`src/design/round_robin_scheduler_unit_defines.svh`:
```
// assertion macros shared by the round-robin scheduler rtl
`ifndef ROUND_ROBIN_SCHEDULER_UNIT_DEFINES_SVH
`define ROUND_ROBIN_SCHEDULER_UNIT_DEFINES_SVH

// same-cycle implication, checked out of reset
`define RRS_ASSERT_IMPL(label, ante, cons) \
  label: assert property (@(posedge clk_i) disable iff (!rst_ni) (ante) |-> (cons)) \
    else $error("scheduler check failed");

// next-cycle implication, checked out of reset
`define RRS_ASSERT_NEXT(label, ante, cons) \
  label: assert property (@(posedge clk_i) disable iff (!rst_ni) (ante) |=> (cons)) \
    else $error("scheduler check failed");

`endif

```
`src/design/rrs_pkg.sv`:
```
// shared types and constants of the round-robin scheduler
package rrs_pkg;

  // fixed field widths of the stream items
  localparam int unsigned PID_W      = 4;
  localparam int unsigned BURST_IN_W = 16;
  localparam int unsigned OUT_TIME_W = 32;
  localparam int unsigned ERR_W      = 2;
  localparam int unsigned IN_DATA_W  = 24;
  localparam int unsigned OUT_DATA_W = 104;
  localparam int unsigned QUANTUM_W  = 8;
  localparam int unsigned SLICE_W    = 8;

  // apb register map
  localparam int unsigned APB_ADDR_W = 3;
  localparam int unsigned APB_DATA_W = 32;
  localparam logic        REG_QUANTUM = 1'b0;
  localparam logic [QUANTUM_W-1:0] QUANTUM_RST = 8'd4;

  // parameter defaults
  localparam int unsigned NUM_PROCS_DEF  = 16;
  localparam int unsigned TIME_BITS_DEF  = 32;
  localparam int unsigned BURST_BITS_DEF = 16;

  // item kinds
  localparam logic CMD_ARRIVE = 1'b0;
  localparam logic CMD_TICK   = 1'b1;

  // error codes
  localparam logic [ERR_W-1:0] ERR_NONE = 2'd0;
  localparam logic [ERR_W-1:0] ERR_DUP  = 2'd1;
  localparam logic [ERR_W-1:0] ERR_ZERO = 2'd2;

  // one result item
  typedef struct packed {
    logic [ERR_W-1:0]      err;
    logic [OUT_TIME_W-1:0] wt;
    logic [OUT_TIME_W-1:0] tat;
    logic [OUT_TIME_W-1:0] finish;
    logic                  done;
    logic [PID_W-1:0]      run_pid;
    logic                  ran;
  } res_t;

endpackage

```
`src/design/rrs_ram.sv`:
```
// generic single-port-write ram with a registered read
module rrs_ram #(
  parameter int unsigned Width = 8,
  parameter int unsigned Depth = 16,
  localparam int unsigned AddrW = $clog2(Depth)
) (
  input  logic             clk_i,
  input  logic             we_i,
  input  logic [AddrW-1:0] waddr_i,
  input  logic [Width-1:0] wdata_i,
  input  logic             re_i,
  input  logic [AddrW-1:0] raddr_i,
  output logic [Width-1:0] rdata_o
);

  logic [Width-1:0] mem_q [Depth];
  logic [Width-1:0] rdata_q;

  // write port
  always_ff @(posedge clk_i) begin
    if (we_i) begin
      mem_q[waddr_i] <= wdata_i;
    end
  end

  // registered read, held while not enabled
  always_ff @(posedge clk_i) begin
    if (re_i) begin
      rdata_q <= mem_q[raddr_i];
    end
  end

  assign rdata_o = rdata_q;

endmodule

```
`src/design/round_robin_scheduler_unit.sv`:
```
// round-robin scheduler: arrivals and idle ticks go to the result stage; a
// running tick chains run-queue read, process-table read and write-back,
// result stage; a rotating tick first moves the head to the tail (a lone
// process skips the run-queue re-read); one item at a time, result appears in
// the output register once free; reset clears queue pointers, time, slice and
// in-system flags, quantum = 4; tables not cleared, only read for ids in system
`include "round_robin_scheduler_unit_defines.svh"

module round_robin_scheduler_unit #(
  parameter int unsigned NUM_PROCS  = rrs_pkg::NUM_PROCS_DEF,
  parameter int unsigned TIME_BITS  = rrs_pkg::TIME_BITS_DEF,
  parameter int unsigned BURST_BITS = rrs_pkg::BURST_BITS_DEF
) (
  input  logic                             clk_i,
  input  logic                             rst_ni,
  // input items
  input  logic                             s_axis_tvalid,
  output logic                             s_axis_tready,
  // pid [3:0], burst [19:4], zero fill [23:20]
  input  logic [rrs_pkg::IN_DATA_W-1:0]    s_axis_tdata,
  // cmd [0]
  input  logic                             s_axis_tuser,
  // result items
  output logic                             m_axis_tvalid,
  input  logic                             m_axis_tready,
  // ran [0], run_pid [4:1], done_res [5], finish_time [37:6],
  // turnaround [69:38], waiting [101:70], error [103:102]
  output logic [rrs_pkg::OUT_DATA_W-1:0]   m_axis_tdata,
  // configuration
  input  logic                             psel,
  input  logic                             penable,
  input  logic                             pwrite,
  input  logic [rrs_pkg::APB_ADDR_W-1:0]   paddr,
  input  logic [rrs_pkg::APB_DATA_W-1:0]   pwdata,
  output logic [rrs_pkg::APB_DATA_W-1:0]   prdata,
  output logic                             pready
);

  import rrs_pkg::*;

  localparam int unsigned IDX_W = $clog2(NUM_PROCS);
  localparam int unsigned CNT_W = $clog2(NUM_PROCS + 1);
  localparam int unsigned SUM_W = CNT_W + 1;
  localparam int unsigned PM_W  = TIME_BITS + 2 * BURST_BITS;
  localparam logic [SUM_W-1:0] NPROC_S = SUM_W'(NUM_PROCS);
  localparam logic [CNT_W-1:0] NPROC_C = CNT_W'(NUM_PROCS);

  // sequencer states
  localparam logic [2:0] ST_IDLE = 3'd0;
  localparam logic [2:0] ST_ROT  = 3'd1;
  localparam logic [2:0] ST_RUN  = 3'd2;
  localparam logic [2:0] ST_PM   = 3'd3;
  localparam logic [2:0] ST_DONE = 3'd4;

  // circular queue slot: base plus offset, wrapped once
  function automatic logic [IDX_W-1:0] wrap_slot(input logic [IDX_W-1:0] base,
                                                 input logic [CNT_W-1:0] offs);
    logic [SUM_W-1:0] sum;
    sum = SUM_W'(base) + SUM_W'(offs);
    if (sum >= NPROC_S) begin
      sum = sum - NPROC_S;
    end
    return IDX_W'(sum);
  endfunction

  logic [2:0]            state_q, state_d;
  logic [IDX_W-1:0]      head_q, head_d;
  logic [CNT_W-1:0]      count_q, count_d;
  logic [SLICE_W-1:0]    slice_q, slice_d;
  logic [TIME_BITS-1:0]  time_q, time_d;
  logic [QUANTUM_W-1:0]  quantum_q;
  logic [NUM_PROCS-1:0]  in_sys_q, in_sys_d;
  logic [IDX_W-1:0]      pid_q, pid_d;
  res_t                  res_q, res_d;
  logic [TIME_BITS-1:0]  tat_q, tat_d;
  logic [BURST_BITS-1:0] burst_q, burst_d;
  logic                  out_valid_q, out_valid_d;
  res_t                  out_q, out_d;

  // ram ports
  logic                  rq_we, rq_re;
  logic [IDX_W-1:0]      rq_waddr, rq_raddr, rq_wdata, rq_rdata;
  logic                  pm_we, pm_re;
  logic [IDX_W-1:0]      pm_waddr, pm_raddr;
  logic [PM_W-1:0]       pm_wdata, pm_rdata;

  // input item fields
  logic                  in_acc;
  logic                  cmd_in;
  logic [PID_W-1:0]      pid_in;
  logic [BURST_BITS-1:0] burst_in;
  logic [IDX_W-1:0]      pid_idx;
  logic                  pid_ok;
  logic [QUANTUM_W-1:0]  q_eff;
  logic                  rotate;

  // process table fields
  logic [BURST_BITS-1:0] pm_rem, pm_burst, pm_rem_n;
  logic [TIME_BITS-1:0]  pm_arr, time_n;

  assign in_acc   = s_axis_tvalid && s_axis_tready;
  assign cmd_in   = s_axis_tuser;
  assign pid_in   = s_axis_tdata[PID_W-1:0];
  assign burst_in = BURST_BITS'(s_axis_tdata[PID_W +: BURST_IN_W]);
  assign pid_idx  = IDX_W'(pid_in);
  assign pid_ok   = 32'(pid_in) < NUM_PROCS;

  // a zero quantum acts as one
  assign q_eff  = (quantum_q == '0) ? QUANTUM_W'(1) : quantum_q;
  assign rotate = (count_q != '0) && (slice_q >= q_eff);

  // process table word: {arrival, burst, remaining}
  assign pm_rem   = pm_rdata[BURST_BITS-1:0];
  assign pm_burst = pm_rdata[BURST_BITS +: BURST_BITS];
  assign pm_arr   = pm_rdata[2*BURST_BITS +: TIME_BITS];
  assign pm_rem_n = (pm_rem != '0) ? pm_rem - BURST_BITS'(1) : pm_rem;
  assign time_n   = time_q + TIME_BITS'(1);

  assign s_axis_tready = (state_q == ST_IDLE);

  // sequencer and read-modify-write of the tables
  always_comb begin
    state_d     = state_q;
    head_d      = head_q;
    count_d     = count_q;
    slice_d     = slice_q;
    time_d      = time_q;
    in_sys_d    = in_sys_q;
    pid_d       = pid_q;
    res_d       = res_q;
    tat_d       = tat_q;
    burst_d     = burst_q;
    out_d       = out_q;
    out_valid_d = out_valid_q;
    rq_we       = 1'b0;
    rq_waddr    = head_q;
    rq_wdata    = pid_idx;
    rq_re       = 1'b0;
    rq_raddr    = head_q;
    pm_we       = 1'b0;
    pm_waddr    = pid_idx;
    pm_wdata    = {time_q, burst_in, burst_in};
    pm_re       = 1'b0;
    pm_raddr    = rq_rdata;

    if (out_valid_q && m_axis_tready) begin
      out_valid_d = 1'b0;
    end

    unique case (state_q)
      ST_IDLE: begin
        if (in_acc) begin
          res_d   = '0;
          tat_d   = '0;
          burst_d = '0;
          if (cmd_in == CMD_ARRIVE) begin
            // duplicate id wins over zero burst
            if (!pid_ok || in_sys_q[pid_idx]) begin
              res_d.err = ERR_DUP;
            end else if (burst_in == '0) begin
              res_d.err = ERR_ZERO;
            end else if (count_q != NPROC_C) begin
              rq_we             = 1'b1;
              rq_waddr          = wrap_slot(head_q, count_q);
              pm_we             = 1'b1;
              in_sys_d[pid_idx] = 1'b1;
              count_d           = count_q + CNT_W'(1);
            end
            state_d = ST_DONE;
          end else if (count_q == '0) begin
            // idle tick: time moves on, slice restarts
            time_d  = time_n;
            slice_d = '0;
            state_d = ST_DONE;
          end else begin
            rq_re   = 1'b1;
            rq_raddr = head_q;
            state_d = rotate ? ST_ROT : ST_RUN;
          end
        end
      end
      ST_ROT: begin
        // move the head entry to the tail
        rq_we    = 1'b1;
        rq_waddr = wrap_slot(head_q, count_q);
        rq_wdata = rq_rdata;
        head_d   = wrap_slot(head_q, CNT_W'(1));
        slice_d  = '0;
        if (count_q == CNT_W'(1)) begin
          // lone process rotates to itself
          pid_d    = rq_rdata;
          pm_re    = 1'b1;
          pm_raddr = rq_rdata;
          state_d  = ST_PM;
        end else begin
          rq_re    = 1'b1;
          rq_raddr = wrap_slot(head_q, CNT_W'(1));
          state_d  = ST_RUN;
        end
      end
      ST_RUN: begin
        pid_d    = rq_rdata;
        pm_re    = 1'b1;
        pm_raddr = rq_rdata;
        state_d  = ST_PM;
      end
      ST_PM: begin
        // run the head for one unit
        pm_we         = 1'b1;
        pm_waddr      = pid_q;
        pm_wdata      = {pm_arr, pm_burst, pm_rem_n};
        time_d        = time_n;
        slice_d       = slice_q + SLICE_W'(1);
        res_d.ran     = 1'b1;
        res_d.run_pid = PID_W'(pid_q);
        if (pm_rem_n == '0) begin
          res_d.done      = 1'b1;
          res_d.finish    = OUT_TIME_W'(time_n);
          tat_d           = time_n - pm_arr;
          burst_d         = pm_burst;
          in_sys_d[pid_q] = 1'b0;
          head_d          = wrap_slot(head_q, CNT_W'(1));
          count_d         = count_q - CNT_W'(1);
          slice_d         = '0;
        end
        state_d = ST_DONE;
      end
      ST_DONE: begin
        // hand the result to the output register once it is free
        if (!out_valid_q || m_axis_tready) begin
          out_d       = res_q;
          out_d.tat   = OUT_TIME_W'(tat_q);
          out_d.wt    = OUT_TIME_W'(TIME_BITS'(tat_q - TIME_BITS'(burst_q)));
          out_valid_d = 1'b1;
          state_d     = ST_IDLE;
        end
      end
      default: begin
        state_d = ST_IDLE;
      end
    endcase
  end

  // control registers
  always_ff @(posedge clk_i or negedge rst_ni) begin
    if (!rst_ni) begin
      state_q     <= ST_IDLE;
      head_q      <= '0;
      count_q     <= '0;
      slice_q     <= '0;
      time_q      <= '0;
      in_sys_q    <= '0;
      out_valid_q <= 1'b0;
    end else begin
      state_q     <= state_d;
      head_q      <= head_d;
      count_q     <= count_d;
      slice_q     <= slice_d;
      time_q      <= time_d;
      in_sys_q    <= in_sys_d;
      out_valid_q <= out_valid_d;
    end
  end

  // payload registers
  always_ff @(posedge clk_i) begin
    pid_q   <= pid_d;
    res_q   <= res_d;
    tat_q   <= tat_d;
    burst_q <= burst_d;
    out_q   <= out_d;
  end

  // configuration register
  always_ff @(posedge clk_i or negedge rst_ni) begin
    if (!rst_ni) begin
      quantum_q <= QUANTUM_RST;
    end else if (psel && penable && pwrite && pready && (paddr[2] == REG_QUANTUM)) begin
      quantum_q <= pwdata[QUANTUM_W-1:0];
    end
  end

  assign pready = 1'b1;
  assign prdata = (paddr[2] == REG_QUANTUM) ? APB_DATA_W'(quantum_q) : '0;

  // run queue of process ids
  rrs_ram #(
    .Width(IDX_W),
    .Depth(NUM_PROCS)
  ) u_run_queue (
    .clk_i  (clk_i),
    .we_i   (rq_we),
    .waddr_i(rq_waddr),
    .wdata_i(rq_wdata),
    .re_i   (rq_re),
    .raddr_i(rq_raddr),
    .rdata_o(rq_rdata)
  );

  // per-process table
  rrs_ram #(
    .Width(PM_W),
    .Depth(NUM_PROCS)
  ) u_proc_table (
    .clk_i  (clk_i),
    .we_i   (pm_we),
    .waddr_i(pm_waddr),
    .wdata_i(pm_wdata),
    .re_i   (pm_re),
    .raddr_i(pm_raddr),
    .rdata_o(pm_rdata)
  );

  // output item
  assign m_axis_tvalid = out_valid_q;
  assign m_axis_tdata  = {out_q.err, out_q.wt, out_q.tat, out_q.finish,
                          out_q.done, out_q.run_pid, out_q.ran};

  // checks
  `RRS_ASSERT_IMPL(a_count_matches_flags, 1'b1, $countones(in_sys_q) == int'(count_q))
  `RRS_ASSERT_NEXT(a_accept_leaves_idle, s_axis_tvalid && s_axis_tready, state_q != ST_IDLE)
  `RRS_ASSERT_IMPL(a_done_only_when_ran, m_axis_tvalid && out_q.done, out_q.ran && (out_q.err == ERR_NONE))

endmodule
```
`config.mk`:
```
export PLATFORM = sky130hd
export DESIGN_NAME = round_robin_scheduler_unit
export DESIGN_NICKNAME = d
export VERILOG_FILES = /design/src/design/rrs_pkg.sv /design/src/design/rrs_ram.sv /design/src/design/round_robin_scheduler_unit.sv
export VERILOG_INCLUDE_DIRS = /design/src /design/src/design
export SDC_FILE = /design/constraint.sdc
export NUM_CORES = 1
export LEC_CHECK = 0
export CORE_UTILIZATION = 64
export DETAILED_ROUTE_END_ITERATION = 16
export DONT_BUFFER_PORTS = 1
export PLACE_DENSITY = 0.8
export SYNTH_ARGS = -nofsm -noshare
export SYNTH_HDL_FRONTEND = slang
export SYNTH_SLANG_ARGS = --single-unit
```
`constraint.sdc`:
```
create_clock -name clk_i -period 15.7 [get_ports clk_i]
set_input_delay 3.14 -clock clk_i [delete_from_list [all_inputs] [get_ports clk_i]]
set_output_delay 3.14 -clock clk_i [all_outputs]
set_load 0.02 [all_outputs]
```
Word level (Yosys, flattened, before mapping)

Memories as Yosys holds them, arrays and structs flattened. A register that Yosys moved wholly into a read port is not among the register bits.
Cells that the tools add are included.

$lt $le $gt $ge: 7
Eq/ne operators: 16
Reductions and logical operators: 32
Add/subtract/negate cells: 11
Mux-type cells: 88
Bitwise logic cells: 4

Operators with widths:

| cell                    | count |
|---|---|
| $mux W32                | 5 |
| $mux W16                | 9 |
| $pmux W32 S2            | 2 |
| $pmux W38 S2            | 1 |
| $mux W64                | 1 |
| $pmux W16 S2            | 2 |
| $mux W4                 | 13 |
| $mux W8                 | 6 |
| $mux W38                | 1 |
| $mux W33                | 1 |
| $add A32 B1 Y32 const B | 1 |
| $logic_not A16 Y1       | 2 |
| $sub A32 B16 Y32        | 1 |
| $sub A32 B32 Y32        | 1 |
| $mux W5                 | 6 |
| $pmux W4 S2             | 3 |
| $pmux W8 S3             | 1 |
| $mux W1                 | 21 |
| $and A16 B16 Y16        | 1 |
| $not A16 Y16            | 1 |
| $or A16 B16 Y16         | 1 |
| $reduce_bool A16 Y1     | 1 |
| $sub A16 B1 Y16 const B | 1 |
| $pmux W3 S5             | 1 |
| other kinds (39)        | 75 |

Output and inout bits: 139
Bits of input ports: 67
Word-level logic and storage cells: 184
Bits in writable memories: 1,088
Register bits: 273
Memories: 2

Memories:

| memory             | words | bits a word | rd ports | clocked after Yosys merged registers in | write ports | line          | RTL |
|---|---|---|---|---|---|---|---|
| u_proc_table.mem_q | 16    | 64          | 1        | 1                                       | 1           | rrs_ram.sv:16 | `logic [Width-1:0] mem_q [Depth];` |
| u_run_queue.mem_q  | 16    | 4           | 1        | 1                                       | 1           | rrs_ram.sv:16 |  |

Depth between registers and ports, before layout

Depth in word-level cells: 11
Gate-level depth with buffers: 16
Depth with buffers taken out: 16

By module

From an unflattened synthesis, not the netlist that was laid out.

Cell total of the unflattened synthesis: 3,220
Area, all modules: 58,029.4 µm²

By module, submodules not included:

| module                     | cells each | sequential area each (µm²) | times used | area each (µm²) |
|---|---|---|---|---|
| rrs_ram (u_proc_table)     | 1,647      | 32,671.3                   | 1          | 40,222.3 |
| round_robin_scheduler_unit | 1,443      | 7,813.7                    | 1          | 15,100.7 |
| rrs_ram (u_run_queue)      | 130        | 2,042.0                    | 1          | 2,706.3 |

Worst setup path after synthesis

Ideal clock, no wire load.

Path kind: register -> register
Start point: reg u_proc_table.rdata_q[6] (netlist: u_proc_table.rdata_o[6]) (read register of u_proc_table.mem_q)
End point: reg burst_q[0], enable pin
Period minus slack after synthesis: 8,807 ps
Required time: 15,068 ps
Buffers on the path: 2
Setup slack: 6,893 ps
Arrival time: 8,175 ps
Stages on the path, launching flop included: 10
Cells stage by stage: edfxtp_1 buf_6 or4_4 or4_1 a31oi_1 o211ai_1 nor4_4 nand2_2 buf_2 o21ai_0

Longest elaborated chain between the ends: 5

Ends and longest elaborated chain:

| item                                                   | line                              | RTL |
|---|---|---|
| start: declaration                                     | rrs_ram.sv:17                     | `logic [Width-1:0] rdata_q;` |
| $sub A16 B1 Y16 or $reduce_bool A16 Y1 (tied branches) | round_robin_scheduler_unit.sv:116 | `assign pm_rem_n = (pm_rem != '0) ? pm_rem - BURST_BITS'(1) : pm_rem;` |
| $mux W16 (*)                                           | round_robin_scheduler_unit.sv:116 |  |
| $logic_not A16 Y1 (*)                                  | round_robin_scheduler_unit.sv:216 | `if (pm_rem_n == '0) begin` |
| $ne A2 B2 Y1 (no line) (*)                             | --                                |  |
| $reduce_and A3 Y1 (no line) (*)                        | --                                |  |
| end signal: assignment                                 | round_robin_scheduler_unit.sv:270 | `burst_q <= burst_d;` |
| end: declaration                                       | round_robin_scheduler_unit.sv:76  | `logic [BURST_BITS-1:0] burst_q, burst_d;` |

Mark *: on every way between the ends. The rest lies on a longest branch, timed or not.
A chain may end at the register's enable or synchronous reset.

Final worst setup path

Start point: in s_axis_tdata[0] in the netlist's numbering
End point: mem u_proc_table.mem_q[1][57] in the netlist's numbering, enable pin

Longest elaborated chain between the ends: 8

Ends and longest elaborated chain:

| item                          | line                              | RTL |
|---|---|---|
| start: declaration            | round_robin_scheduler_unit.sv:20  | `input logic [rrs_pkg::IN_DATA_W-1:0] s_axis_tdata,` |
| $bmux W1 S4                   | round_robin_scheduler_unit.sv:158 | `if (!pid_ok \|\| in_sys_q[pid_idx]) begin` |
| $mux W1 (not written as such) | round_robin_scheduler_unit.sv:158 |  |
| $mux W1                       | round_robin_scheduler_unit.sv:158 |  |
| $mux W1                       | round_robin_scheduler_unit.sv:156 | `if (cmd_in == CMD_ARRIVE) begin` |
| $mux W1                       | round_robin_scheduler_unit.sv:152 | `if (in_acc) begin` |
| $pmux W1 S2                   | round_robin_scheduler_unit.sv:150 | `unique case (state_q)` |
| $mux W1                       | rrs_ram.sv:21                     | `if (we_i) begin` |
| $mux W1 (not written as such) | rrs_ram.sv:22                     | `mem_q[waddr_i] <= wdata_i;` |
| end: declaration              | rrs_ram.sv:16                     |  |

Parallel ways exist; a longest one is shown, timed or not. The select of a mux whose other input is x is not followed.

==> results.ini <==
[synth]
ys_seq_area_share_pct = 73.17
synth_edf_count = 1352
ys.warnings.count = 0
synth_cells = 3076
synth_seq_cells = 1429
syn_area_per_cell_um2 = 18.89
synth_ff_type = edfxtp_1
mappedNetlistArea_um2 = 58120
synth.distinct_cells = 79
synthArstFlopShare_pct = 5.388

[global_routing]
grt_max_degree = 104
grt_pass1_vias = 31043
track_usage_pct = 31.32
antenna_found_initial = 5
grt_pass1_wl_um = 205400
grt-ovfl-total = 0

[cells_and_area]
area_delta_synth_final_pct = 10.66
drive_gt1_share_pct = 20.70
layout_commonest_cell = edfxtp_1
final_cell_mix = edfxtp_1 (1352), mux4_2 (344), clkbuf_16 (145)
fin_nets = 3294
fin_util_pct = 71.45

[worst_setup_path]
critPathLaunchType = input port
critical_path_class = input port to flop
cp_max_fo = 40
crit_required_ns = 16.06
r2r_start = state_q[0]
cp_slowest_stage_delay_ns = 1.04
cpMaxStageDelayCell = nor2_4
arrival_ns = 7.33
crit_top_cell = mux2i_1
crit_chain = mux4_2, mux2i_1, mux2i_1, nor3_1, nand3b_1, and2_1, nor2_4, buf_4
end_kind = flop
crit_start = s_axis_tdata[0]

[clocking]
numClockSinks = 1429
cts_max_path_buffers = 3
path_clk_slew_ns = 0.06
ctsRootBufferMaster = clkbuf_16
cts_setup_buffers = 0
numCtsBuffers = 137
clkLatencyLatePin_ns = 0.76
cts_resized = 0
htreeDepth = 4
holdBufCountCts = 0
cts_tree = built

[placed_design]
gp_congestion = 0.9167
place_ws_ns = 8.025
port_buffers = 0
detailed_place_hpwl_um = 75870

[floorplanning]
initial_core_util_pct = 64.57
io_pins = 206
die_area_um2 = 92020
die_h_um = 303.4
die_x_um = 303.4
rows = 110
core-area_um2 = 90010

[sta]
setup_viol = 0
finalCriticalPeriod_ns = 6.972
hold_ws_ns = 0.4160
period_share_pct = 44.41
hold_viol = 0
finalMaxSlewViolations = 0
fmax_mhz = 143.4
finalWorstSetupSlack_ns = 8.728
worst_pin_slew_ns = 1.296
skew_ns = 0.04343
rsz0062_at_grt = no
fin_tns_setup_ns = 0
maxSlewHeadroom_pct = 13.37

[run_status]
status = completed

[route]
drtIter0Drc = 4092
via_per_inst = 6.956
post-route-drc-count = 0
final_antenna_net_count = 0
first_pass_iters = 6
vias = 30912
finalWirelength_um = 141500
wl_per_cell_um = 31.83

[job]
max_cap_viol_count = 0

[worst_hold_path]
min-delay-start = res_q[9]
min_path_type = flop to flop

[power_and_ir_drop]
powerDensity_nw_per_um2 = 187.0
p_leak_nw = 21.15
worst_ir_drop_vdd_mv = 0.1446

-- registers in the layout, indices dropped and copies added, names as in the netlist --
register and flops:
pid_q 4, time_q 32, u_run_queue.mem_q 64, head_q 4, burst_q 16, u_run_queue.rdata_o 4, in_sys_q 16, tat_q 32
m_axis_tvalid 1, count_q 5, res_q 40, slice_q 8, state_q 3, u_proc_table.mem_q 1024, quantum_q 8, m_axis_tdata 104
u_proc_table.rdata_o 64
-- metrics by stage --
step	power, mW	cells	area [um^2]
after floorplan	7.576	3099	58210
after global placement	8.388	4194	59710
after detailed placement	8.560	4194	59710
after CTS	12.01	4440	64300
after global routing	12.40	4441	64310
final	12.02	4444	64310
-- cells in the mapped netlist (all sizes together), types with 7 or more instances --
| cell type | instances | area share, % |
|---|---|---|
| edfxtp | 1352 | 70 |
| mux4 | 344 | 13 |
| nor2 | 146 | 0.94 |
| nand2 | 140 | 0.91 |
| o21ai | 103 | 0.89 |
| clkbuf | 95 | 0.61 |
| inv | 80 | 0.52 |
| dfrtp | 76 | 3.3 |
| ha | 66 | 1.4 |
| xnor2 | 65 | 0.98 |
| buf | 64 | 0.62 |
| xor2 | 59 | 0.89 |
| and2 | 58 | 0.62 |
| a21oi | 48 | 0.42 |
| nor3 | 42 | 0.37 |
| nand3 | 35 | 0.30 |
| nand2b | 33 | 0.36 |
| nand4 | 21 | 0.23 |
| nor4 | 17 | 0.23 |
| o31ai | 17 | 0.22 |
| a21o | 15 | 0.19 |
| a31oi | 15 | 0.17 |
| nor2b | 15 | 0.16 |
| and3 | 13 | 0.14 |
| mux2 | 13 | 0.25 |
| or3 | 13 | 0.14 |
| o21a | 11 | 0.14 |
| a211oi | 10 | 0.13 |
| mux2i | 10 | 0.17 |
| or2 | 10 | 0.11 |
| nand3b | 7 | 0.090 |
| nor3b | 7 | 0.090 |
| o211ai | 7 | 0.090 |
| or4 | 7 | 0.097 |
-- critical path, delay by kind of cell --
| kind | cells | cell delay, ns |
|---|---|---|
| buf+inv | 1 | 0.81 |
| mux | 3 | 0.80 |
| simple gates | 4 | 2.52 |
-- cell families (layout without fill, tap and decap cells) --
| logic type | Yosys count | in the layout | synth area share [%] |
|---|---|---|---|
| buf+inv | 239 | 405 | 1.755 |
| flops | 1429 | 1429 | 73.17 |
| simple gates | 574 | 574 | 4.938 |
| fa+ha+maj | 69 | 69 | 1.524 |
| xor+xnor | 124 | 124 | 1.869 |
| mux | 367 | 367 | 13.75 |
| other cells | 2 | 28 | 0.01292 |
| compound gates | 272 | 272 | 2.977 |
-- per-layer routing --
| layer | global-route usage (%) | up-vias | wire length, um |
|---|---|---|---|
| li1 | - | 12418 | - |
| met1 | 41.04 | 15733 | 49910 |
| met4 | 12.29 | 0 | 5671 |
| met3 | 6.732 | 411 | 14790 |
| met2 | 51.95 | 2350 | 71080 |
| met5 | 0 | - | 0 |
-- report_power, final --
group	total, mW	switching, mW	internal (mW)	leakage [nW]
Sequential	5.27	0.290	4.98	13.2
Combinational	3.35	2.02	1.33	5.78
Clock	3.40	1.43	1.97	2.20
-- final cells by class --
type                    instances  area, um^2
inverters                      80       300.3
clock inverters                70       809.5
clock buffers                 176        3775
multi-input cells            1431       14820
repair buffers                 79       605.6
diodes                          3       7.507
fillers                      4869       25700
well taps                    1176        1471
flip-flops and latches       1429       42530
-- path summary, 6_finish.rpt --
| kind | endpoint | slack [ns] | depth (start not counted) |
|---|---|---|---|
| max in group asynchronous | quantum_q[2] | 13.36 | 0 |
| min in group asynchronous | time_q[9] | 2.10 | 0 |
| min reg2reg | m_axis_tdata[9] | 0.42 | 0 |
| max | u_proc_table.mem_q[1][57] | 8.73 | 8 |
| max reg2reg | u_proc_table.mem_q[2][42] | 10.25 | 9 |
| min | m_axis_tdata[9] | 0.42 | 0 |
Power figures use the tool's default switching activity.
